[src/cup_pkg.sv]
// Shared types and constants for the 4:2:0 to 4:4:4 chroma upsampler.
package cup_pkg;

   localparam int unsigned MAX_CHROMA_WIDTH  = 1024;
   localparam int unsigned MAX_CHROMA_HEIGHT = 1024;

   localparam int unsigned SAMPLE_W    = 8;
   localparam int unsigned DIM_W       = 11;
   localparam int unsigned BLOCK_POS_W = 10;
   localparam int unsigned COL_W       = $clog2(MAX_CHROMA_WIDTH);
   localparam int unsigned ROW_W       = $clog2(MAX_CHROMA_HEIGHT);

   localparam int unsigned CSR_INDEX_W = 2;
   localparam logic [CSR_INDEX_W-1:0] REG_CHROMA_WIDTH  = CSR_INDEX_W'(0);
   localparam logic [CSR_INDEX_W-1:0] REG_CHROMA_HEIGHT = CSR_INDEX_W'(1);

   localparam int unsigned RESET_CHROMA_WIDTH  = 360;
   localparam int unsigned RESET_CHROMA_HEIGHT = 288;

   localparam int unsigned QUEUE_DEPTH = 4;
   localparam int unsigned QPTR_W      = $clog2(QUEUE_DEPTH);
   localparam int unsigned QCNT_W      = $clog2(QUEUE_DEPTH + 1);

   // Number of blocks one sample can complete, one mask bit each, raster order.
   localparam int unsigned NUM_BLOCKS = 4;

   // 3x3 window: [row][col], row 0 = two rows up, col 0 = two columns left.
   typedef logic [2:0][2:0][SAMPLE_W-1:0] win_type;

   typedef struct packed {
      win_type               win;
      logic [ROW_W-1:0]      row;
      logic [COL_W-1:0]      col;
      logic                  row_is0;
      logic                  row_is1;
      logic                  col_is0;
      logic                  col_is1;
      logic [NUM_BLOCKS-1:0] mask;
   } rec_type;

   typedef struct packed {
      logic    valid;
      rec_type rec;
   } push_type;

   typedef struct packed {
      logic [QCNT_W-1:0] count;
      logic              empty;
   } q_status_type;

endpackage

[src/cup_queue.sv]
// Short queue of classified windows between the front and the back end.
module cup_queue (
   input  logic                  clock,
   input  logic                  reset,
   input  cup_pkg::push_type     q_push,
   input  logic                  q_pop,
   output cup_pkg::rec_type      q_head,
   output cup_pkg::q_status_type q_status
);

   cup_pkg::rec_type slots_ff [cup_pkg::QUEUE_DEPTH];

   logic [cup_pkg::QPTR_W-1:0] wr_ptr_ff, wr_ptr_in;
   logic [cup_pkg::QPTR_W-1:0] rd_ptr_ff, rd_ptr_in;
   logic [cup_pkg::QCNT_W-1:0] count_ff, count_in;

   assign q_head          = slots_ff[rd_ptr_ff];
   assign q_status.count  = count_ff;
   assign q_status.empty  = (count_ff == '0);

   always_comb begin
      wr_ptr_in = wr_ptr_ff;
      rd_ptr_in = rd_ptr_ff;
      count_in  = count_ff;
      if (q_push.valid) begin
         wr_ptr_in = (wr_ptr_ff == cup_pkg::QPTR_W'(cup_pkg::QUEUE_DEPTH - 1))
                   ? '0 : wr_ptr_ff + 1'b1;
      end
      if (q_pop) begin
         rd_ptr_in = (rd_ptr_ff == cup_pkg::QPTR_W'(cup_pkg::QUEUE_DEPTH - 1))
                   ? '0 : rd_ptr_ff + 1'b1;
      end
      case ({q_push.valid, q_pop})
         2'b10:   count_in = count_ff + 1'b1;
         2'b01:   count_in = count_ff - 1'b1;
         default: count_in = count_ff;
      endcase
   end

   always_ff @(posedge clock) begin
      if (reset) begin
         wr_ptr_ff <= '0;
         rd_ptr_ff <= '0;
         count_ff  <= '0;
      end else begin
         wr_ptr_ff <= wr_ptr_in;
         rd_ptr_ff <= rd_ptr_in;
         count_ff  <= count_in;
      end
   end

   always_ff @(posedge clock) begin
      if (q_push.valid) slots_ff[wr_ptr_ff] <= q_push.rec;
   end

endmodule

[config.mk]
export PLATFORM = sky130hd
export DESIGN_NAME = cup_queue
export DESIGN_NICKNAME = d
export VERILOG_FILES = /design/src/cup_pkg.sv /design/src/cup_queue.sv
export SDC_FILE = /design/constraint.sdc
export NUM_CORES = 1
export LEC_CHECK = 0
export BUFFER_PORTS_ARGS = -buffer_cell sky130_fd_sc_hd__clkbuf_2
export CORE_MARGIN = 2
export CORE_UTILIZATION = 25
export CTS_BUF_LIST = sky130_fd_sc_hd__clkbuf_2 sky130_fd_sc_hd__clkbuf_4 sky130_fd_sc_hd__clkbuf_8
export CTS_CLUSTER_DIAMETER = 30
export DETAILED_ROUTE_END_ITERATION = 10
export PLACE_DENSITY_LB_ADDON = 0.2
export RECOVER_POWER = 100
export SYNTH_ARGS = -nofsm -noshare
export SYNTH_HDL_FRONTEND = slang
export SYNTH_SLANG_ARGS = --single-unit
[constraint.sdc]
create_clock -name clock -period 4.5 [get_ports clock]
set_input_delay 0.9 -clock clock [delete_from_list [all_inputs] [get_ports clock]]
set_output_delay 0.9 -clock clock [all_outputs]
set_load 0.02 [all_outputs]
==> run metrics, run 1 <==
Initial Util 0.253; multi-input logic area 0.00249 mm²; # clock sinks 409; critical path class register to output pin; placed insts approximately 1,500; register-to-register setup slack approximately 0.9 ns; CTS Hold Buffers Added 0; post_cts resized 0; max-slew violation count 275; layout cells sized above 1 0.302; Routed WL per cell 18.4 µm; DR pass1 iterations 9; Syn-to-layout area delta 26.1%; met1 Usage GRT 0.123; clk buf depth 3; R2R cell count 3; slew margin rel. -1.19; initial antenna violation count 4; post-route clock period utilization 0.816; Post-Synth XOR/XNOR Area 0.00117; data required time at the worst endpoint 3.60 ns; CP max FO 28; endpoint class of the critical path output pin; gr usage total 0.104; Layout fillers 5,766; mux cell area share after synthesis 0.152; cells after synthesis 569; cts bufs inserted between 100 and 150; Post-Layout Cell Count between 1,500 and 2,000; crit path launch type register; Worst path top cell family by delay flip-flops; yosys warns 0; GRT busiest layer met2; post-synthesis simple-gate area fraction 0.00518; Yosys reg bits 409; Hold WS approximately 0.50 ns; Routability Congestion 0.648; DRC Markers 24; first-pass GRT wire length 48,200 µm; Post-Route WL 31,800 µm; max_cap viols 4; Root Driver clkbuf_8; Post-Syn Nets 680; pwr dens 533 mW/mm²; IO Count between 200 and 250; Critical Path AT 2.77 ns; Routed Antenna Nets 0; FP Rows 89; status complete, but fails checks; DIE WIDTH 249 µm; met2 Use GR 0.164; First DRT Iteration DRCs 388; Die Span Y 249 µm; GR Overflow Total 0; sequential share of the synthesized area 0.814; LEAKAGE 5.91 nW; Setup violations, final 0; slowest CP cell dfxtp_4; Final Critical Period 3.67 ns; vias in the first global route between 8,000 and 9,000; sink of the worst hold path slots_ff[1][73]$_DFFE_PP_; Syn Area/Cell 26.3 µm²; worst path bufs/invs 2; Worst Max-Slew Pin Slew approximately 3.3 ns; setup TNS 0 ns; unrepaired setup endpoints after global routing false; Yosys cell types 19; Peak VDD IR approximately 340 µV; Hold Path Class primary input to register; Worst Hold Depth 1; violations in the final reports DRC, capacitance limit, slew limit; complex-gate fraction of the synthesized area 0.00167; hold path startpoint q_push[73]; Reg2Reg Capture Point slots_ff[1][21]$_DFFE_PP_; Worst-path clk slew 0.05 ns; Register Area 0.0122 mm²; largest net degree at the start of global routing between 100 and 150; Fin. Hold Viols 0; Max Clock Skew 0.0119 ns; DP Wirelength between 15,000 and 20,000 µm; CTS tree built; adder-cell share of the synthesized area 0.00635; H-tree Lvls 3; Post-CTS Setup Repair Bufs 0; post-synth design cell area 0.0150 mm²; largest family of logic cells by synthesized area multiplexers; buffers added on ports between 200 and 250; DIE AREA 0.0619 mm²; routed via count 7,077; final core utilization 0.319; CP max stage delay 0.77 ns; vias per inst about 4.1; Core Box Area 0.0591 mm²; M3 GR Usage 0.0480; Final nets 979; maximum clock frequency 272 MHz; Clk Latency, worst-skew pair 0.64 ns; worst reg2reg path startpoint wr_ptr_ff[0]$_SDFFE_PP0P_; worst-path cell chain clkbuf_2, mux4_2, clkbuf_1
[metrics by stage]
stage	power (W)	area (µm²)	setup slack (ns)
5_1_grt	0.0105	18900	0.453
3_3_place_gp	0.00527	16900	1.61
6_report	0.0101	18900	0.829
3_5_place_dp	0.00527	16900	1.61
4_1_cts	0.0103	19200	0.842
2_1_floorplan	0.00497	15000	0.821
[worst register-to-register path: cells and delay by family, from the launching register on]
kind / cells / cell delay (ns)
simple gates: 1 / 1.81
fa+ha+maj: 1 / 0.16
flops: 1 / 0.39
buf+inv: 1 / 0.85
[flip-flops by register name, summed over array words and instances, names as in the netlist, named ones only]
| name | cells |
|---|---|
| wr_ptr_ff | 2 |
| count_ff | 3 |
| slots_ff | 400 |
| rd_ptr_ff | 2 |
[kinds of logic (layout without fill, tap and decap cells)]
group                      after synthesis  count (layout)
muxes                                  102             102
buffers and inverters                   29             411
other                                    0               1
and+or+nand+nor                         15              15
adders and majority gates                7               7
AOI/OAI and AO/OA                        5               5
DFF                                    409             409
xor gates and xnor gates                 2               2
[power breakdown]
group	leakage, nW	internal [W]	switching (W)	total (W)
clock network	1.15	0.00314	0.00179	0.00492
logic	1.02	0.000261	0.000458	0.000719
registers	3.75	0.00436	0.0000540	0.00441
[routing by layer]
| layer | vias up | wire, µm |
|---|---|---|
| met5 | - | 46 |
| met4 | 8 | 689 |
| met3 | 67 | 2790 |
| met2 | 216 | 15500 |
| met1 | 3687 | 12700 |
| li1 | 3099 | - |
[area by class of cell]
class / count / area share
Timing Repair Buffer: 218 / 0.0488
Tap cell: 773 / 0.0512
Clock buffer: 113 / 0.0784
Inverter: 7 / 0.00139
Sequential cell: 409 / 0.646
Antenna cell: 1 / 0.000133
Clock inverter: 73 / 0.0421
Multi-Input combinational cell: 131 / 0.132
[synthesized netlist by cell type (all sizes together)]
master	n	area share
and2	4	0.0017
o21ai	1	0.00033
ha	6	0.0050
a21oi	4	0.0013
xor2	2	0.0012
or3	1	0.00042
inv	7	0.0018
dfxtp	9	0.012
nor3	1	0.00033
buf	22	0.018
mux2i	2	0.0013
nor3b	2	0.0010
edfxtp	400	0.80
fa	1	0.0013
mux4	100	0.15
nor2	7	0.0018
[worst max path at each step]
stage                                endpoint                       from  slack, ns  cells past startpoint
global route        slots_ff[1][23]$_DFFE_PP_  wr_ptr_ff[1]$_SDFFE_PP0P_       0.45                      4
finish                             q_head[23]                   register       0.83                      3
floorplan            slots_ff[0][0]$_DFFE_PP_                q_push[100]       0.82                      1
detailed placement                 q_head[59]                   register       1.61                      3
global placement                   q_head[59]                   register       1.61                      3
CTS                                q_head[85]                   register       0.84                      3
[cell usage in the layout (no fill, tap or decap), types with 2 or more instances in the layout]
| cell | n |
|---|---|
| edfxtp_1 | 400 |
| clkbuf_1 | 199 |
| clkbuf_8 | 101 |
| mux4_2 | 100 |
| clkinv_1 | 22 |
| clkinv_2 | 18 |
| bufinv_16 | 16 |
| clkbuf_4 | 12 |
| clkbuf_2 | 12 |
| clkinvlp_4 | 10 |
| inv_1 | 7 |
| nor2_1 | 7 |
| dfxtp_1 | 7 |
| ha_1 | 6 |
| buf_12 | 5 |
| a21oi_1 | 4 |
| clkinv_4 | 3 |
| and2_2 | 2 |
| xor2_1 | 2 |
| nor3b_1 | 2 |
| mux2i_1 | 2 |
| inv_6 | 2 |
| inv_8 | 2 |
| buf_4 | 2 |
No activity file was read; power rests on OpenSTA's default activity.
==> inputs of run 2 (changes only) <==
==> constraint.sdc (replaced) <==
create_clock -name clock -period 3.8 [get_ports clock]
set_input_delay 0.76 -clock clock [delete_from_list [all_inputs] [get_ports clock]]
set_output_delay 0.76 -clock clock [all_outputs]
set_load 0.02 [all_outputs]
==> run metrics, run 2 (synthesis results as in run 1) <==
Hold Path Class primary input to register; FP Rows 89 (unchanged); post-route clock period utilization 0.888; Final WS setup 0.424 ns (-0.405 ns); gr usage total 0.103 (-0.000471); data required time at the worst endpoint 3.04 ns (-0.56 ns); vias in the first global route 7,898 (-1.8%); DRC Markers 12 (-50%); vias per inst 4.13 (+0.65%); post_cts resized 0 (unchanged); IO Count 208 (unchanged); unrepaired setup endpoints after global routing false; Initial Util 0.253 (unchanged); most common cell after layout, fill and taps aside edfxtp_1; First DRT Iteration DRCs 398 (+2.6%); Routability Congestion 0.645 (-0.49%); routed via count 7,086 (+0.13%); Fin. Hold Viols 0 (unchanged); CP max FO 27 (-3.6%); pwr dens 617 mW/mm² (+16%); violations in the final reports DRC, capacitance limit, slew limit; first-pass GRT wire length 48,200 µm (about the same); Syn-to-layout area delta 25.3%; Final nets 979 (unchanged); Worst Max-Slew Pin Slew 1.82 ns (-1.46 ns); CTS tree built; critical path class register to output pin; Peak VDD IR 230 µV (-32%); crit path launch type register; Core Box Area 0.0591 mm² (unchanged); Max Clock Skew 0.0174 ns (+0.00557 ns); cts bufs inserted 94 (-6.9%); LEAKAGE 5.88 nW (-0.62%); maximum clock frequency 296 MHz; Worst-path clk slew 0.06 ns (about the same); DR pass1 iterations 10 (+1); Setup violations, final 0 (unchanged); status complete, but fails checks; CTS Hold Buffers Added 0 (unchanged); layout cells sized above 1 0.301 (-0.000621); Largest regs slots_ff: 400 flops, count_ff: 3 flops; Critical Path AT 2.62 ns (-0.15 ns); n_diodes 0 (-1); endpoint class of the critical path output pin; Layout fillers 5,781 (+0.26%); GR Overflow Total 0 (unchanged); DIE WIDTH 249 µm (unchanged); slew margin rel. -0.215 (+0.973); max_cap viols 7 (+3); Largest register FFs 400 (unchanged); clk buf depth 3 (unchanged); most frequent cells in the layout edfxtp_1, clkbuf_1, mux4_2, clkbuf_8; H-tree Lvls 3 (unchanged); Routed WL per cell 18.4 µm (-0.17%); DIE AREA 0.0619 mm² (unchanged); Die Span Y 249 µm (unchanged); Final Critical Period 3.38 ns; Root Driver clkbuf_8; Post-Route WL 31,500 µm (-0.69%); max-slew violation count 327 (+19%); Biggest register slots_ff; largest net degree at the start of global routing 56 (-45%); buffers added on ports 207 (unchanged); final core utilization 0.317 (-0.00212); initial antenna violation count 2 (-2); Place WS 1.09 ns (-0.520 ns); Routed Antenna Nets 0 (unchanged); Register Area 0.0122 mm² (about the same); # clock sinks 409 (unchanged); Post-CTS Setup Repair Bufs 0 (unchanged); multi-input logic area 0.00249 mm² (-0.10%); setup TNS 0 ns (unchanged); Tot Pwr 0.0116 W (+15%); DP Wirelength 18,200 µm (+2.9%); Clk Latency, worst-skew pair 0.65 ns (about the same)
[run 2: changes by cell type in the layout (fill, tap and decap cells not counted), sizes merged]
cell,delta
clkinvlp,-3
inv,-2
clkinv,-5
clkbuf,+4
bufinv,-2
diode,-1
[run 2: worst max-delay path: stages (launching register included)]
cell and delay [ns]:
dfxtp_4 0.76, clkbuf_1 0.41, mux4_2 0.61, clkbuf_1 0.19
[run 2: path summary, 6_finish.rpt]
check / depth (start not counted) / slack (ns) / endpoint / startpoint
max reg2reg: 4 / 0.55 / slots_ff[0][56]$_DFFE_PP_ / wr_ptr_ff[0]$_SDFFE_PP0P_
min: 1 / 0.37 / slots_ff[3][50]$_DFFE_PP_ / q_push[50]
min reg2reg: 2 / 0.51 / count_ff[2]$_SDFFE_PP0P_ / count_ff[2]$_SDFFE_PP0P_
max: 3 / 0.42 / q_head[96] / register
[run 2: report_power, final]
part	internal (W)	switching (W)
Clock	0.00348	0.00201
Combinational	0.000312	0.000560
Sequential	0.00516	0.0000539
Total	0.00895	0.00262
[run 2: per-layer routing]
layer  GRT usage  wire length (µm)
met5           0                11
met4      0.0509               949
met3      0.0323              1980
met2       0.165             15200
met1       0.128             13400
[run 2: cell type report]
class | count | share of cell area
clock buffers | 110 | 0.0767
well taps | 773 | 0.0516
flip-flops and latches | 409 | 0.650
repair buffers | 225 | 0.0512
inverters | 7 | 0.00140
clock inverters | 61 | 0.0360
multi-input cells | 131 | 0.133
[run 2: metrics by stage]
stage                     instances  hold WS [ns]  instance area, µm²
after floorplan                 569         0.492               15000
after global placement         1545         0.496               17000
after detailed placement       1545         0.498               17000
after CTS                      1716         0.231               19100
after global routing           1716         0.329               18800
final                          1716         0.371               18800
