File: src/cup_pkg.sv
// Shared types and constants for the 4:2:0 to 4:4:4 chroma upsampler.
package cup_pkg;

   localparam int unsigned MAX_CHROMA_WIDTH  = 1024;
   localparam int unsigned MAX_CHROMA_HEIGHT = 1024;

   localparam int unsigned SAMPLE_W    = 8;
   localparam int unsigned DIM_W       = 11;
   localparam int unsigned BLOCK_POS_W = 10;
   localparam int unsigned COL_W       = $clog2(MAX_CHROMA_WIDTH);
   localparam int unsigned ROW_W       = $clog2(MAX_CHROMA_HEIGHT);

   localparam int unsigned CSR_INDEX_W = 2;
   localparam logic [CSR_INDEX_W-1:0] REG_CHROMA_WIDTH  = CSR_INDEX_W'(0);
   localparam logic [CSR_INDEX_W-1:0] REG_CHROMA_HEIGHT = CSR_INDEX_W'(1);

   localparam int unsigned RESET_CHROMA_WIDTH  = 360;
   localparam int unsigned RESET_CHROMA_HEIGHT = 288;

   localparam int unsigned QUEUE_DEPTH = 4;
   localparam int unsigned QPTR_W      = $clog2(QUEUE_DEPTH);
   localparam int unsigned QCNT_W      = $clog2(QUEUE_DEPTH + 1);

   // Number of blocks one sample can complete, one mask bit each, raster order.
   localparam int unsigned NUM_BLOCKS = 4;

   // 3x3 window: [row][col], row 0 = two rows up, col 0 = two columns left.
   typedef logic [2:0][2:0][SAMPLE_W-1:0] win_type;

   typedef struct packed {
      win_type               win;
      logic [ROW_W-1:0]      row;
      logic [COL_W-1:0]      col;
      logic                  row_is0;
      logic                  row_is1;
      logic                  col_is0;
      logic                  col_is1;
      logic [NUM_BLOCKS-1:0] mask;
   } rec_type;

   typedef struct packed {
      logic    valid;
      rec_type rec;
   } push_type;

   typedef struct packed {
      logic [QCNT_W-1:0] count;
      logic              empty;
   } q_status_type;

endpackage

File: src/cup_if.sv


interface cup_rsp_if;
   logic                             valid;
   logic                             ready;
   logic [cup_pkg::BLOCK_POS_W-1:0]  block_col;
   logic [cup_pkg::BLOCK_POS_W-1:0]  block_row;
   logic [cup_pkg::SAMPLE_W-1:0]     top_left;
   logic [cup_pkg::SAMPLE_W-1:0]     top_right;
   logic [cup_pkg::SAMPLE_W-1:0]     bottom_left;
   logic [cup_pkg::SAMPLE_W-1:0]     bottom_right;
   logic                             run_end;
   modport source (output valid, block_col, block_row, top_left, top_right,
                   bottom_left, bottom_right, run_end, input ready);
   modport sink (input valid, block_col, block_row, top_left, top_right,
                 bottom_left, bottom_right, run_end, output ready);
endinterface

File: src/cup_back.sv
// Back end: expand each window into its blocks, filter, and register the result.
module cup_back (
   input  logic                  clock,
   input  logic                  reset,
   input  cup_pkg::rec_type      q_head,
   input  cup_pkg::q_status_type q_status,
   output logic                  q_pop,
   cup_rsp_if.source             rsp_ch
);

   localparam int unsigned ACC_W = cup_pkg::SAMPLE_W + 4;

   function automatic logic [cup_pkg::SAMPLE_W-1:0] mix(
      input logic [cup_pkg::SAMPLE_W-1:0] corner,
      input logic [cup_pkg::SAMPLE_W-1:0] vert,
      input logic [cup_pkg::SAMPLE_W-1:0] horz,
      input logic [cup_pkg::SAMPLE_W-1:0] centre
   );
      logic [ACC_W-1:0] side;
      logic [ACC_W-1:0] acc;
      side = ACC_W'(vert) + ACC_W'(horz);
      acc  = ACC_W'(corner) + (side << 1) + side + (ACC_W'(centre) << 3)
           + ACC_W'(centre) + ACC_W'(8);
      return acc[ACC_W-1:4];
   endfunction

   logic             work_valid_ff, work_valid_in;
   cup_pkg::rec_type work_ff, work_in;

   logic                            rsp_valid_ff, rsp_valid_in;
   logic [cup_pkg::BLOCK_POS_W-1:0] rsp_col_ff, rsp_row_ff;
   logic [cup_pkg::SAMPLE_W-1:0]    rsp_tl_ff, rsp_tr_ff, rsp_bl_ff, rsp_br_ff;
   logic                            rsp_end_ff;

   logic                            out_adv;
   logic                            fire;
   logic                            done;
   logic [1:0]                      sel;
   logic                            col_hi;
   logic                            row_hi;
   logic [cup_pkg::NUM_BLOCKS-1:0]  remaining;
   logic                            clamp_up, clamp_down, clamp_left, clamp_right;
   logic [cup_pkg::SAMPLE_W-1:0]    centre;
   logic [2:0][2:0][cup_pkg::SAMPLE_W-1:0] nb;
   logic [1:0]                      ri, ci;
   logic [cup_pkg::ROW_W-1:0]       blk_row;
   logic [cup_pkg::COL_W-1:0]       blk_col;

   // Lowest pending block first: bit 0 steps the column, bit 1 the row.
   always_comb begin
      if (work_ff.mask[0])      sel = 2'd0;
      else if (work_ff.mask[1]) sel = 2'd1;
      else if (work_ff.mask[2]) sel = 2'd2;
      else                      sel = 2'd3;
   end

   assign col_hi    = sel[0];
   assign row_hi    = sel[1];
   assign remaining = work_ff.mask & ~(cup_pkg::NUM_BLOCKS'(1) << sel);

   assign clamp_up    = row_hi ? work_ff.row_is0 : work_ff.row_is1;
   assign clamp_down  = row_hi;
   assign clamp_left  = col_hi ? work_ff.col_is0 : work_ff.col_is1;
   assign clamp_right = col_hi;

   assign centre  = work_ff.win[{1'b0, row_hi} + 2'd1][{1'b0, col_hi} + 2'd1];
   assign blk_row = row_hi ? work_ff.row : work_ff.row - 1'b1;
   assign blk_col = col_hi ? work_ff.col : work_ff.col - 1'b1;

   // Replace every neighbor outside the plane by the centre sample.
   always_comb begin
      ri = '0;
      ci = '0;
      for (int dr = 0; dr < 3; dr++) begin
         for (int dc = 0; dc < 3; dc++) begin
            ri = 2'(dr) + {1'b0, row_hi};
            ci = 2'(dc) + {1'b0, col_hi};
            if (ri == 2'd3) ri = 2'd2;
            if (ci == 2'd3) ci = 2'd2;
            if ((dr == 0 && clamp_up) || (dr == 2 && clamp_down) ||
                (dc == 0 && clamp_left) || (dc == 2 && clamp_right)) begin
               nb[dr][dc] = centre;
            end else begin
               nb[dr][dc] = work_ff.win[ri][ci];
            end
         end
      end
   end

   assign out_adv = !rsp_valid_ff || rsp_ch.ready;
   assign fire    = work_valid_ff && out_adv;
   assign done    = fire && (remaining == '0);
   assign q_pop   = (!work_valid_ff || done) && !q_status.empty;

   always_comb begin
      work_in       = work_ff;
      work_valid_in = work_valid_ff;
      if (q_pop) begin
         work_in       = q_head;
         work_valid_in = 1'b1;
      end else if (done) begin
         work_valid_in = 1'b0;
      end else if (fire) begin
         work_in.mask = remaining;
      end
      if (fire)              rsp_valid_in = 1'b1;
      else if (rsp_ch.ready) rsp_valid_in = 1'b0;
      else                   rsp_valid_in = rsp_valid_ff;
   end

   always_ff @(posedge clock) begin
      if (reset) begin
         work_valid_ff <= 1'b0;
         rsp_valid_ff  <= 1'b0;
      end else begin
         work_valid_ff <= work_valid_in;
         rsp_valid_ff  <= rsp_valid_in;
      end
   end

   always_ff @(posedge clock) begin
      work_ff <= work_in;
      if (fire) begin
         rsp_col_ff <= cup_pkg::BLOCK_POS_W'(blk_col);
         rsp_row_ff <= cup_pkg::BLOCK_POS_W'(blk_row);
         rsp_tl_ff  <= mix(nb[0][0], nb[0][1], nb[1][0], centre);
         rsp_tr_ff  <= mix(nb[0][2], nb[0][1], nb[1][2], centre);
         rsp_bl_ff  <= mix(nb[2][0], nb[2][1], nb[1][0], centre);
         rsp_br_ff  <= mix(nb[2][2], nb[2][1], nb[1][2], centre);
         rsp_end_ff <= (remaining == '0);
      end
   end

   assign rsp_ch.valid        = rsp_valid_ff;
   assign rsp_ch.block_col    = rsp_col_ff;
   assign rsp_ch.block_row    = rsp_row_ff;
   assign rsp_ch.top_left     = rsp_tl_ff;
   assign rsp_ch.top_right    = rsp_tr_ff;
   assign rsp_ch.bottom_left  = rsp_bl_ff;
   assign rsp_ch.bottom_right = rsp_br_ff;
   assign rsp_ch.run_end      = rsp_end_ff;

endmodule

File: src/flat_wrapper.sv
// flat-port wrapper written by rule: the top's interface ports become plain ports
module cup_back_flat 
  (clock, reset, q_head, q_status, q_pop, rsp_ch_valid, rsp_ch_block_col, rsp_ch_block_row, rsp_ch_top_left, rsp_ch_top_right, rsp_ch_bottom_left, rsp_ch_bottom_right, rsp_ch_run_end, rsp_ch_ready);
  cup_rsp_if rsp_ch_i ();
  input  logic clock;
  input  logic reset;
  input  cup_pkg::rec_type q_head;
  input  cup_pkg::q_status_type q_status;
  output logic q_pop;
  output wire logic [$bits(rsp_ch_i.valid)-1:0] rsp_ch_valid;
  output wire logic [$bits(rsp_ch_i.block_col)-1:0] rsp_ch_block_col;
  output wire logic [$bits(rsp_ch_i.block_row)-1:0] rsp_ch_block_row;
  output wire logic [$bits(rsp_ch_i.top_left)-1:0] rsp_ch_top_left;
  output wire logic [$bits(rsp_ch_i.top_right)-1:0] rsp_ch_top_right;
  output wire logic [$bits(rsp_ch_i.bottom_left)-1:0] rsp_ch_bottom_left;
  output wire logic [$bits(rsp_ch_i.bottom_right)-1:0] rsp_ch_bottom_right;
  output wire logic [$bits(rsp_ch_i.run_end)-1:0] rsp_ch_run_end;
  input wire logic [$bits(rsp_ch_i.ready)-1:0] rsp_ch_ready;
  assign rsp_ch_valid = rsp_ch_i.valid;
  assign rsp_ch_block_col = rsp_ch_i.block_col;
  assign rsp_ch_block_row = rsp_ch_i.block_row;
  assign rsp_ch_top_left = rsp_ch_i.top_left;
  assign rsp_ch_top_right = rsp_ch_i.top_right;
  assign rsp_ch_bottom_left = rsp_ch_i.bottom_left;
  assign rsp_ch_bottom_right = rsp_ch_i.bottom_right;
  assign rsp_ch_run_end = rsp_ch_i.run_end;
  assign rsp_ch_i.ready = rsp_ch_ready;
  cup_back u_core (.clock(clock), .reset(reset), .q_head(q_head), .q_status(q_status), .q_pop(q_pop), .rsp_ch(rsp_ch_i));
endmodule
File: config.mk
export PLATFORM = sky130hd
export DESIGN_NAME = cup_back_flat
export DESIGN_NICKNAME = d
export VERILOG_FILES = /design/src/cup_pkg.sv /design/src/cup_if.sv /design/src/cup_back.sv /design/src/flat_wrapper.sv
export SDC_FILE = /design/constraint.sdc
export NUM_CORES = 1
export LEC_CHECK = 0
export ABC_AREA = 1
export BUFFER_PORTS_ARGS = -buffer_cell sky130_fd_sc_hd__buf_2
export CAP_MARGIN = 20
export CORE_AREA = 2 2 176 178
export CTS_CLUSTER_DIAMETER = 60
export DETAILED_ROUTE_END_ITERATION = 12
export DIE_AREA = 0 0 178 180
export GPL_ROUTABILITY_DRIVEN = 0
export GPL_TIMING_DRIVEN = 1
export HOLD_SLACK_MARGIN = 0.03
export PLACE_DENSITY = 0.66
export SLEW_MARGIN = 40
export SYNTH_ARGS = -nofsm -noshare
export SYNTH_HDL_FRONTEND = slang
export SYNTH_SLANG_ARGS = --single-unit
File: constraint.sdc
create_clock -name clock -period 9.52 [get_ports clock]
set_input_delay 2.38 -clock clock [delete_from_list [all_inputs] [get_ports clock]]
set_output_delay 2.38 -clock clock [all_outputs]
set_load 0.02 [all_outputs]
==> flow_metrics.py, run 1 <==
metrics = {
    "layout": {
        "final_common_cell": "nand2_1",
        "final_cells": 1775,
        "mostFrequentLayoutCells": "nand2_1 (233), inv_1 (217), buf_2 (158), edfxtp_1 (153), ha_1 (100)",
        "layout-drive-gt1-share_pct": 17.27,
        "area_growth_syn_to_layout_pct": 14.41,
        "nets": 1658,
    },
    "flow_run": {
        "drv_cap": 0,
    },
    "sta": {
        "fin_skew_ns": 0.02184,
        "tightest_slew_ns": 0.8845,
        "drv_slew": 0,
        "setup_viol": 0,
        "fin_crit_sh_pct": 75.60,
        "whs_ns": 0.5027,
        "worst_slew_margin_rel_pct": 40.41,
        "fin_tns_setup_ns": 0,
        "rsz0062_at_grt": "no",
        "layout_min_cycle_time_ns": 7.197,
        "fmax_mhz": 139.0,
        "hold_viol": 0,
    },
    "clock_network": {
        "tritoncts": "built",
        "cts_root_buffer": "clkbuf_16",
        "path_clk_slew_ns": 0.07,
        "clockBufferDepth": 2,
        "cts_htree_levels": 4,
        "cts_hold_buf": 0,
        "cts_resized": 0,
        "cts-buffers-inserted": 17,
        "worstSkewPairLatency_ns": 0.44,
        "post_cts_buffers": 0,
        "clkSinkCount": 155,
    },
    "global_route": {
        "grt_max_degree": 101,
        "antenna_found_initial": 2,
        "grt-ovfl-total": 0,
        "grt_pass1_wl_um": 44640,
        "grt_usage_pct": 18.19,
        "grt_pass1_vias": 8495,
    },
    "die": {
        "die_width_um": 178,
        "io_pins": 162,
        "fp-row-count": 64,
        "initial_core_util_pct": 39.61,
        "fp.dieH_um": 180,
        "die_area_mm2": 0.03204,
        "core_area_mm2": 0.03019,
    },
    "route": {
        "drt-wirelength-per-cell_um": 15.81,
        "drtPass1Iterations": 6,
        "vias_per_cell": 4.825,
        "num_vias": 8565,
        "drt_iter0_drc": 568,
        "drc": 0,
        "antenna_left": 0,
        "routed_wl_um": 28060,
    },
    "setup_path": {
        "cp_common_cell": "nand2_1",
        "cp-end-kind": "flop",
        "cp_data_required_time_ns": 9.69,
        "path_max_fanout": 55,
        "cp_slowest_cell": "edfxtp_1",
        "setup.worst_path.start_class": "flop",
        "arrival_ns": 7.37,
        "critPathMaxStageDelay_ns": 0.71,
        "worst-setup-path-type": "reg -> reg",
    },
    "logic_synthesis": {
        "synth_cells": 1213,
        "synth.distinct_cells": 48,
        "ys_warn_count": 0,
        "netlist_area_mm2": 0.01196,
        "syn_avg_cell_area_um2": 9.859,
        "synth_seq_area_share_pct": 38.75,
        "synth_nets": 1506,
        "synth_seq_cells": 155,
    },
    "run_status": {
        "outcome": "finished, final reports clean",
    },
    "placed_design": {
        "post-dp-hpwl_um": 22240,
        "portBuffers": 158,
        "dpl.cell_count": 1742,
    },
    "worst_hold_path": {
        "hp-class": "reg -> reg",
    },
}
## cell usage after synthesis (all sizes together)
library cell  count  area share, %
o22a              1          0.073
o31ai             1          0.063
ha              100             10
nor3             11           0.76
dfxtp             2           0.33
a21o              5           0.31
clkinv            1          0.073
o311ai            3           0.22
a21boi            1          0.063
xnor2            23            1.7
edfxtp          153             38
nand2           237            7.6
fa               86             14
nand4             6           0.31
a21oi            56            2.4
a31oi             1          0.052
xor2             37            2.7
buf              24            1.5
o22ai             2           0.10
nor2             45            1.8
o21ai           108            4.8
a31o              5           0.37
o21bai            5           0.31
clkbuf            4           0.13
a211oi            2           0.13
mux2i             6           0.50
inv             226            7.2
nand3            34            1.5
o211ai           23            1.5
or2               5           0.26
## registers in the layout (all words and copies together) (netlist names)
signal                      flops
u_core.rsp_ch.block_col        10
u_core.rsp_ch.block_row        10
u_core.rsp_ch.bottom_left       8
u_core.rsp_ch.bottom_right      8
u_core.rsp_ch.run_end           1
u_core.rsp_ch.top_left          8
u_core.rsp_ch.top_right         8
u_core.rsp_ch.valid             1
u_core.work_ff                100
u_core.work_valid_ff            1
## cell families after synthesis
| family | count (synthesis) | share of synthesized area (%) |
|---|---|---|
| AOI/OAI and AO/OA | 213 | 10.40 |
| xor gates and xnor gates | 60 | 4.394 |
| adders and majority gates | 186 | 24.86 |
| buffers and inverters | 255 | 8.809 |
| DFF | 155 | 38.75 |
| muxes | 6 | 0.5022 |
| and+or+nand+nor | 338 | 12.28 |
## per-layer routing
layer | track usage, % | up-vias | part of all wire [%] | routed length [um]
met5 | 0 | - | 0.046 | 13
met4 | 7.148 | 2 | 3.1 | 859
met3 | 4.399 | 56 | 7.5 | 2115
met2 | 28.45 | 316 | 45 | 12760
met1 | 24.30 | 3886 | 44 | 12310
li1 | - | 4305 | - | -
## critical path: cells and delay by family, from the launching register on
kind / cells / cell delay, ns
buffers and inverters: 6 / 0.79
adder cells (fa/ha/maj): 6 / 2.40
AND/OR/NAND/NOR: 10 / 1.45
flip-flops: 1 / 0.71
XOR/XNOR: 2 / 0.40
AO/OA/AOI/OAI: 6 / 1.14
## path summary, 6_finish.rpt
check | start | end | slack (ns) | depth (start not counted)
worst max-delay path | u_core.work_ff[0] | u_core.rsp_ch.bottom_left[5] | 2.32 | 30
worst min-delay path | u_core.work_valid_ff | u_core.work_valid_ff | 0.50 | 2
worst max register to register | u_core.work_ff[0] | u_core.rsp_ch.bottom_left[5] | 2.32 | 30
worst min register to register | u_core.work_valid_ff | u_core.work_valid_ff | 0.50 | 2
## through the flow
stage          cell area [um^2]  utilization (%)  setup WS, ns
2_1_floorplan             11960                -         1.305
3_3_place_gp              13090            43.35         2.407
3_5_place_dp              13090            43.37         2.321
4_1_cts                   13680            45.30         2.274
5_1_grt                   13680            45.32         1.757
6_report                  13680            45.32         2.323
## layout make-up
cell class                      count  area [um^2]
Antenna cell                        1        2.502
Clock buffer                       19        452.9
Clock inverter                     13        130.1
Fill cell                        2884        16510
Inverter                          227        867.1
Multi-Input combinational cell    803         6286
Sequential cell                   155         4634
Tap cell                          396        495.5
Timing Repair Buffer              161        813.3
Power of run 1 is left out: the tool's default activity adds up to more than one toggle a clock period on the data nets, which glitch-free logic cannot reach.
==> inputs of run 2 (changes only) <==
PLACE_DENSITY = 0.68   (was 0.66)
clock period = 5.88 ns   (was 9.52 ns; I/O delays follow)
==> run 2 against run 1 <==
  * Routed wire length grew 4.9%
  * Via count grew 7.0%
  * First-iteration DRC count shrank 8.5%
  * Worst hold slack gained 0.0075 ns
  * Sequential share of layout area shrank 2.7 points
  * Clock skew shrank 0.0056 ns
  * Critical path depth grew 2
  * Fmax grew 27%
  * Final cell count grew 6.4%
==> flow_metrics.py, run 2 (synthesis gave the netlist of run 1 again) <==
metrics = {
    "setup_path": {
        "critPathTopFamily": "adder cells",
        "reg2reg_slack_ns": 0.22,
        "cp_common_cell": "nand2_1",
        "critPathMaxStageDelay_ns": 0.56,
        "setup.worst_path.start_class": "flop",
        "critPathBufInv": 6,
        "r2r-start": "u_core.work_ff[1]",
        "cp-end-kind": "flop",
        "cp_data_required_time_ns": 6.08,
        "worst-setup-path-type": "reg -> reg",
        "path_max_fanout": 11,
        "ff2ff_path_depth": 32,
        "arrival_ns": 5.85,
        "cp_slowest_cell": "fa_1",
        "timing.rr.end": "u_core.rsp_ch.top_left[6]",
    },
    "sta": {
        "worst_slew_margin_rel_pct": 50.66,
        "tightest_slew_ns": 0.7324,
        "fin_crit_sh_pct": 96.21,
        "fin_skew_ns": 0.01622,
        "hold_viol": 0,
        "setup_viol": 0,
        "fmax_mhz": 176.8,
        "layout_min_cycle_time_ns": 5.657,
        "finalWorstSetupSlack_ns": 0.2228,
        "drv_slew": 0,
    },
    "layout": {
        "regMostFlops": "u_core.work_ff",
        "mostFrequentLayoutCells": "nand2_1 (229), inv_1 (216), buf_2 (158), edfxtp_1 (153), buf_4 (107)",
        "final_core_util_pct": 49.31,
        "layout-drive-gt1-share_pct": 26.69,
        "largest_reg_flops": 100,
        "area_growth_syn_to_layout_pct": 24.48,
        "final_common_cell": "nand2_1",
        "nets": 1771,
    },
    "route": {
        "wl_met1_um": 12810,
        "routed_wl_um": 29420,
        "drt_iter0_drc": 520,
        "drc": 0,
        "top_layer": "met4",
        "vias_per_cell": 4.856,
        "num_vias": 9168,
        "drtPass1Iterations": 5,
        "route.met3.wl_um": 1719,
        "drt-wirelength-per-cell_um": 15.58,
        "route.met2.wl_um": 13780,
        "antenna_left": 0,
    },
    "die": {
        "io_pins": 162,
        "core_area_mm2": 0.03019,
        "initial_core_util_pct": 39.61,
        "fp-row-count": 64,
        "die_width_um": 178,
        "die_area_mm2": 0.03204,
        "fp.dieH_um": 180,
    },
    "global_route": {
        "antenna_found_initial": 1,
        "grt_pass1_vias": 8825,
        "grt_pass1_wl_um": 45100,
        "grt-ovfl-total": 0,
        "grt_usage_pct": 18.24,
        "grt_max_degree": 72,
    },
    "worst_hold_path": {
        "hp-start": "u_core.work_valid_ff",
        "hp-class": "reg -> reg",
        "min_to": "u_core.work_valid_ff",
        "hold_depth": 2,
    },
    "clock_network": {
        "cts_htree_levels": 4,
        "cts_root_buffer": "clkbuf_16",
        "worstSkewPairLatency_ns": 0.44,
        "tritoncts": "built",
        "path_clk_slew_ns": 0.07,
        "clockBufferDepth": 2,
        "cts-buffers-inserted": 17,
        "clkSinkCount": 155,
    },
    "flow_run": {
        "drv_cap": 0,
    },
    "placed_design": {
        "post-dp-hpwl_um": 23650,
        "post-place-ws_ns": -0.06447,
        "portBuffers": 158,
    },
    "run_status": {
        "outcome": "finished, final reports clean",
    },
}
-- run 2: cell types whose count changed in the layout (fill, tap and decap cells not counted), sizes merged --
cell    change
o21ai       +1
clkinv      +3
clkbuf      -1
buf       +111
bufinv      -1
-- run 2: worst max-delay path by stage --
stage                       from                            to  slack [ns]  cells after the start
2_1_floorplan  u_core.work_ff[0]    u_core.rsp_ch.top_right[6]        0.19                     30
4_1_cts        u_core.work_ff[1]  u_core.rsp_ch.bottom_left[5]       0.007                     23
3_3_place_gp   u_core.work_ff[0]    u_core.rsp_ch.top_right[6]        0.03                     28
5_1_grt        u_core.work_ff[1]     u_core.rsp_ch.top_left[6]        -0.1                     32
6_report       u_core.work_ff[1]     u_core.rsp_ch.top_left[6]        0.22                     32
3_5_place_dp   u_core.work_ff[0]    u_core.rsp_ch.top_right[6]       -0.06                     28
-- run 2: cell type report --
cell class              instances  area, um^2
diodes                          1       2.502
clock buffers                  17       425.4
clock inverters                15       176.4
fillers                      2762       15300
inverters                     227       869.6
multi-input cells             804        6550
flip-flops and latches        155        4634
well taps                     396       495.5
repair buffers                273        1733
-- run 2: tightest hold or removal path: cells and delay by family, from the launching register on --
kind	cells	cell delay [ns]
flip-flops	1	0.32
AND/OR/NAND/NOR	1	0.09
AO/OA/AOI/OAI	1	0.06
-- run 2: metrics by stage --
stage	hold slack, ns	setup TNS (ns)	area, um^2	cells
2_1_floorplan	0.4633	0	11960	1213
3_3_place_gp	0.4831	0	13840	1837
3_5_place_dp	0.4974	-0.06905	13840	1837
4_1_cts	0.5073	0	14450	1869
5_1_grt	0.5557	-0.3179	14890	1888
6_report	0.5102	0	14890	1888
-- run 2: routing by layer --
| metal | GRT usage [%] | vias up |
|---|---|---|
| li1 | - | 4538 |
| met5 | 0 | - |
| met4 | 7.344 | 0 |
| met2 | 29.12 | 313 |
| met3 | 3.659 | 72 |
| met1 | 24.27 | 4245 |
-- run 2: timing repair --
item	in CTS	in global routing
setup buffers	0	16
endpoints found under the setup margin	5	19
hold buffers	0	0
pin swaps	0	36
cloned	0	2
resized for setup	3	63
Power of run 2 is left out for the same reason.
==> inputs of run 3 (changes only) <==
CORE_AREA = 2 2 158 199   (was 2 2 176 178)
DIE_AREA = 0 0 160 201   (was 0 0 178 180)
==> run 3 against run 2 <==
  * Clock-buffer cell count is 4 higher
  * Via count is 0.85% higher
  * Flip-flop and latch count stayed put
  * Final cell count is 1.9% higher
  * Clock skew is 0.0077 ns lower
  * Worst setup slack worse by 0.11 ns
  * Sequential share of layout area is 0.35 points lower
  * Non-clock buffer count is 23 higher
  * First-iteration DRC count is 16% higher
==> flow_metrics.py, run 3 (synthesis gave the netlist of run 1 again) <==
metrics = {
    "layout": {
        "final_cells": 1923,
        "largest_reg_flops": 100,
        "mostFrequentLayoutCells": "nand2_1 (232), inv_1 (217), buf_2 (158), edfxtp_1 (153), buf_4 (131)",
        "regMostFlops": "u_core.work_ff",
        "layout-drive-gt1-share_pct": 27.28,
        "area_growth_syn_to_layout_pct": 25.90,
        "nets": 1794,
        "final_common_cell": "nand2_1",
        "fillCellCount": 2815,
    },
    "worst_hold_path": {
        "hp-class": "reg -> reg",
        "hp-start": "u_core.work_valid_ff",
    },
    "clock_network": {
        "clkSinkCount": 155,
        "cts-buffers-inserted": 17,
        "clockBufferDepth": 2,
        "path_clk_slew_ns": 0.06,
        "cts_root_buffer": "clkbuf_16",
        "tritoncts": "built",
        "cts_htree_levels": 4,
        "worstSkewPairLatency_ns": 0.44,
    },
    "global_route": {
        "grt_pass1_wl_um": 47030,
        "grt_usage_pct": 18.86,
        "grt_pass1_vias": 9169,
        "grt-ovfl-total": 0,
        "antenna_found_initial": 2,
        "grt_max_degree": 86,
    },
    "route": {
        "drt_iter0_drc": 604,
        "num_vias": 9246,
        "routed_wl_um": 30140,
        "antenna_left": 0,
        "vias_per_cell": 4.808,
        "drt-wirelength-per-cell_um": 15.67,
        "drc": 0,
        "drtPass1Iterations": 6,
    },
    "setup_path": {
        "cp_common_cell": "buf_4",
        "critPathTopFamily": "adder cells",
        "arrival_ns": 5.95,
        "critPathBufInv": 9,
        "cp_slowest_cell": "fa_1",
        "cp-startpoint": "u_core.work_ff[1]",
        "worst-setup-path-type": "reg -> reg",
        "cp_data_required_time_ns": 6.07,
        "critPathMaxStageDelay_ns": 0.56,
        "setup.worst_path.start_class": "flop",
        "path_max_fanout": 5,
        "cp-end-kind": "flop",
        "r2r-start": "u_core.work_ff[1]",
        "reg2reg_slack_ns": 0.11,
    },
    "sta": {
        "worst_slew_margin_rel_pct": 49.11,
        "fin_skew_ns": 0.008494,
        "layout_min_cycle_time_ns": 5.766,
        "drv_slew": 0,
        "fmax_mhz": 173.4,
        "hold_viol": 0,
        "setup_viol": 0,
        "fin_crit_sh_pct": 98.06,
        "whs_ns": 0.5030,
        "tightest_slew_ns": 0.7634,
        "rsz0062_at_grt": "yes",
    },
    "placed_design": {
        "dpl.cell_count": 1867,
        "post-dp-hpwl_um": 24300,
        "portBuffers": 158,
    },
    "die": {
        "die_area_mm2": 0.03216,
        "core_area_mm2": 0.03045,
        "fp-row-count": 72,
        "initial_core_util_pct": 39.28,
        "io_pins": 162,
        "fp.dieH_um": 201,
        "die_width_um": 160,
    },
    "run_status": {
        "outcome": "finished, final reports clean",
    },
    "flow_run": {
        "drv_cap": 0,
    },
}
run 3: cell types whose count changed in the layout (fill, tap and decap cells not counted), moves of 3 or more:
cell and change:
clkinv_8 -4, nand2_1 +3, nand2_2 -3, o21ai_1 +7, buf_4 +24, o21ai_0 -5, inv_8 -4, o21ai_2 -3
ha_1 -4
run 3: layer usage:
metal	GRT usage, %	vias to the layer above	routed length, um
li1	-	4575	-
met1	22.41	4290	11940
met2	32.92	303	15240
met3	2.727	78	1448
met4	10.20	0	1504
met5	0	-	0
run 3: area by class of cell:
cell class	count	area, um^2	share of cell area, %
Multi-Input combinational cell	804	6556	43.54
Sequential cell	155	4634	30.78
Timing Repair Buffer	296	1893	12.57
Inverter	227	864.6	5.742
Tap cell	407	509.2	3.382
Clock buffer	21	460.4	3.058
Clock inverter	11	133.9	0.8891
Antenna cell	2	5.005	0.03324
run 3: path summary, 6_finish.rpt:
kind | end | cells past startpoint
max | u_core.rsp_ch.top_left[4] | 26
min | u_core.work_valid_ff | 2
max reg2reg | u_core.rsp_ch.top_left[4] | 26
min reg2reg | u_core.work_valid_ff | 2
run 3: per-stage QoR:
step	TNS (ns)	setup slack (ns)	cell area (um^2)	utilization (%)
floorplan	0	0.1850	11960	-
global placement	0	0.03677	13990	45.96
detailed placement	-0.08094	-0.05563	14000	45.97
CTS	0	0.006124	14600	47.94
global route	-0.2888	-0.1056	15060	49.45
finish	0	0.1143	15060	49.45
run 3: tightest hold or removal path, stage by stage, from the launching register on:
cell and delay (ns):
dfxtp_1 0.32, nand2_1 0.08, a21oi_1 0.06
run 3: timing repair:
action,in CTS,in global routing
pin swaps,0,28
resized for setup,2,61
endpoints found under the setup margin,5,22
buffers inserted,0,20
gates cloned,0,2
hold buffers,0,0
Power of run 3 is left out for the same reason.
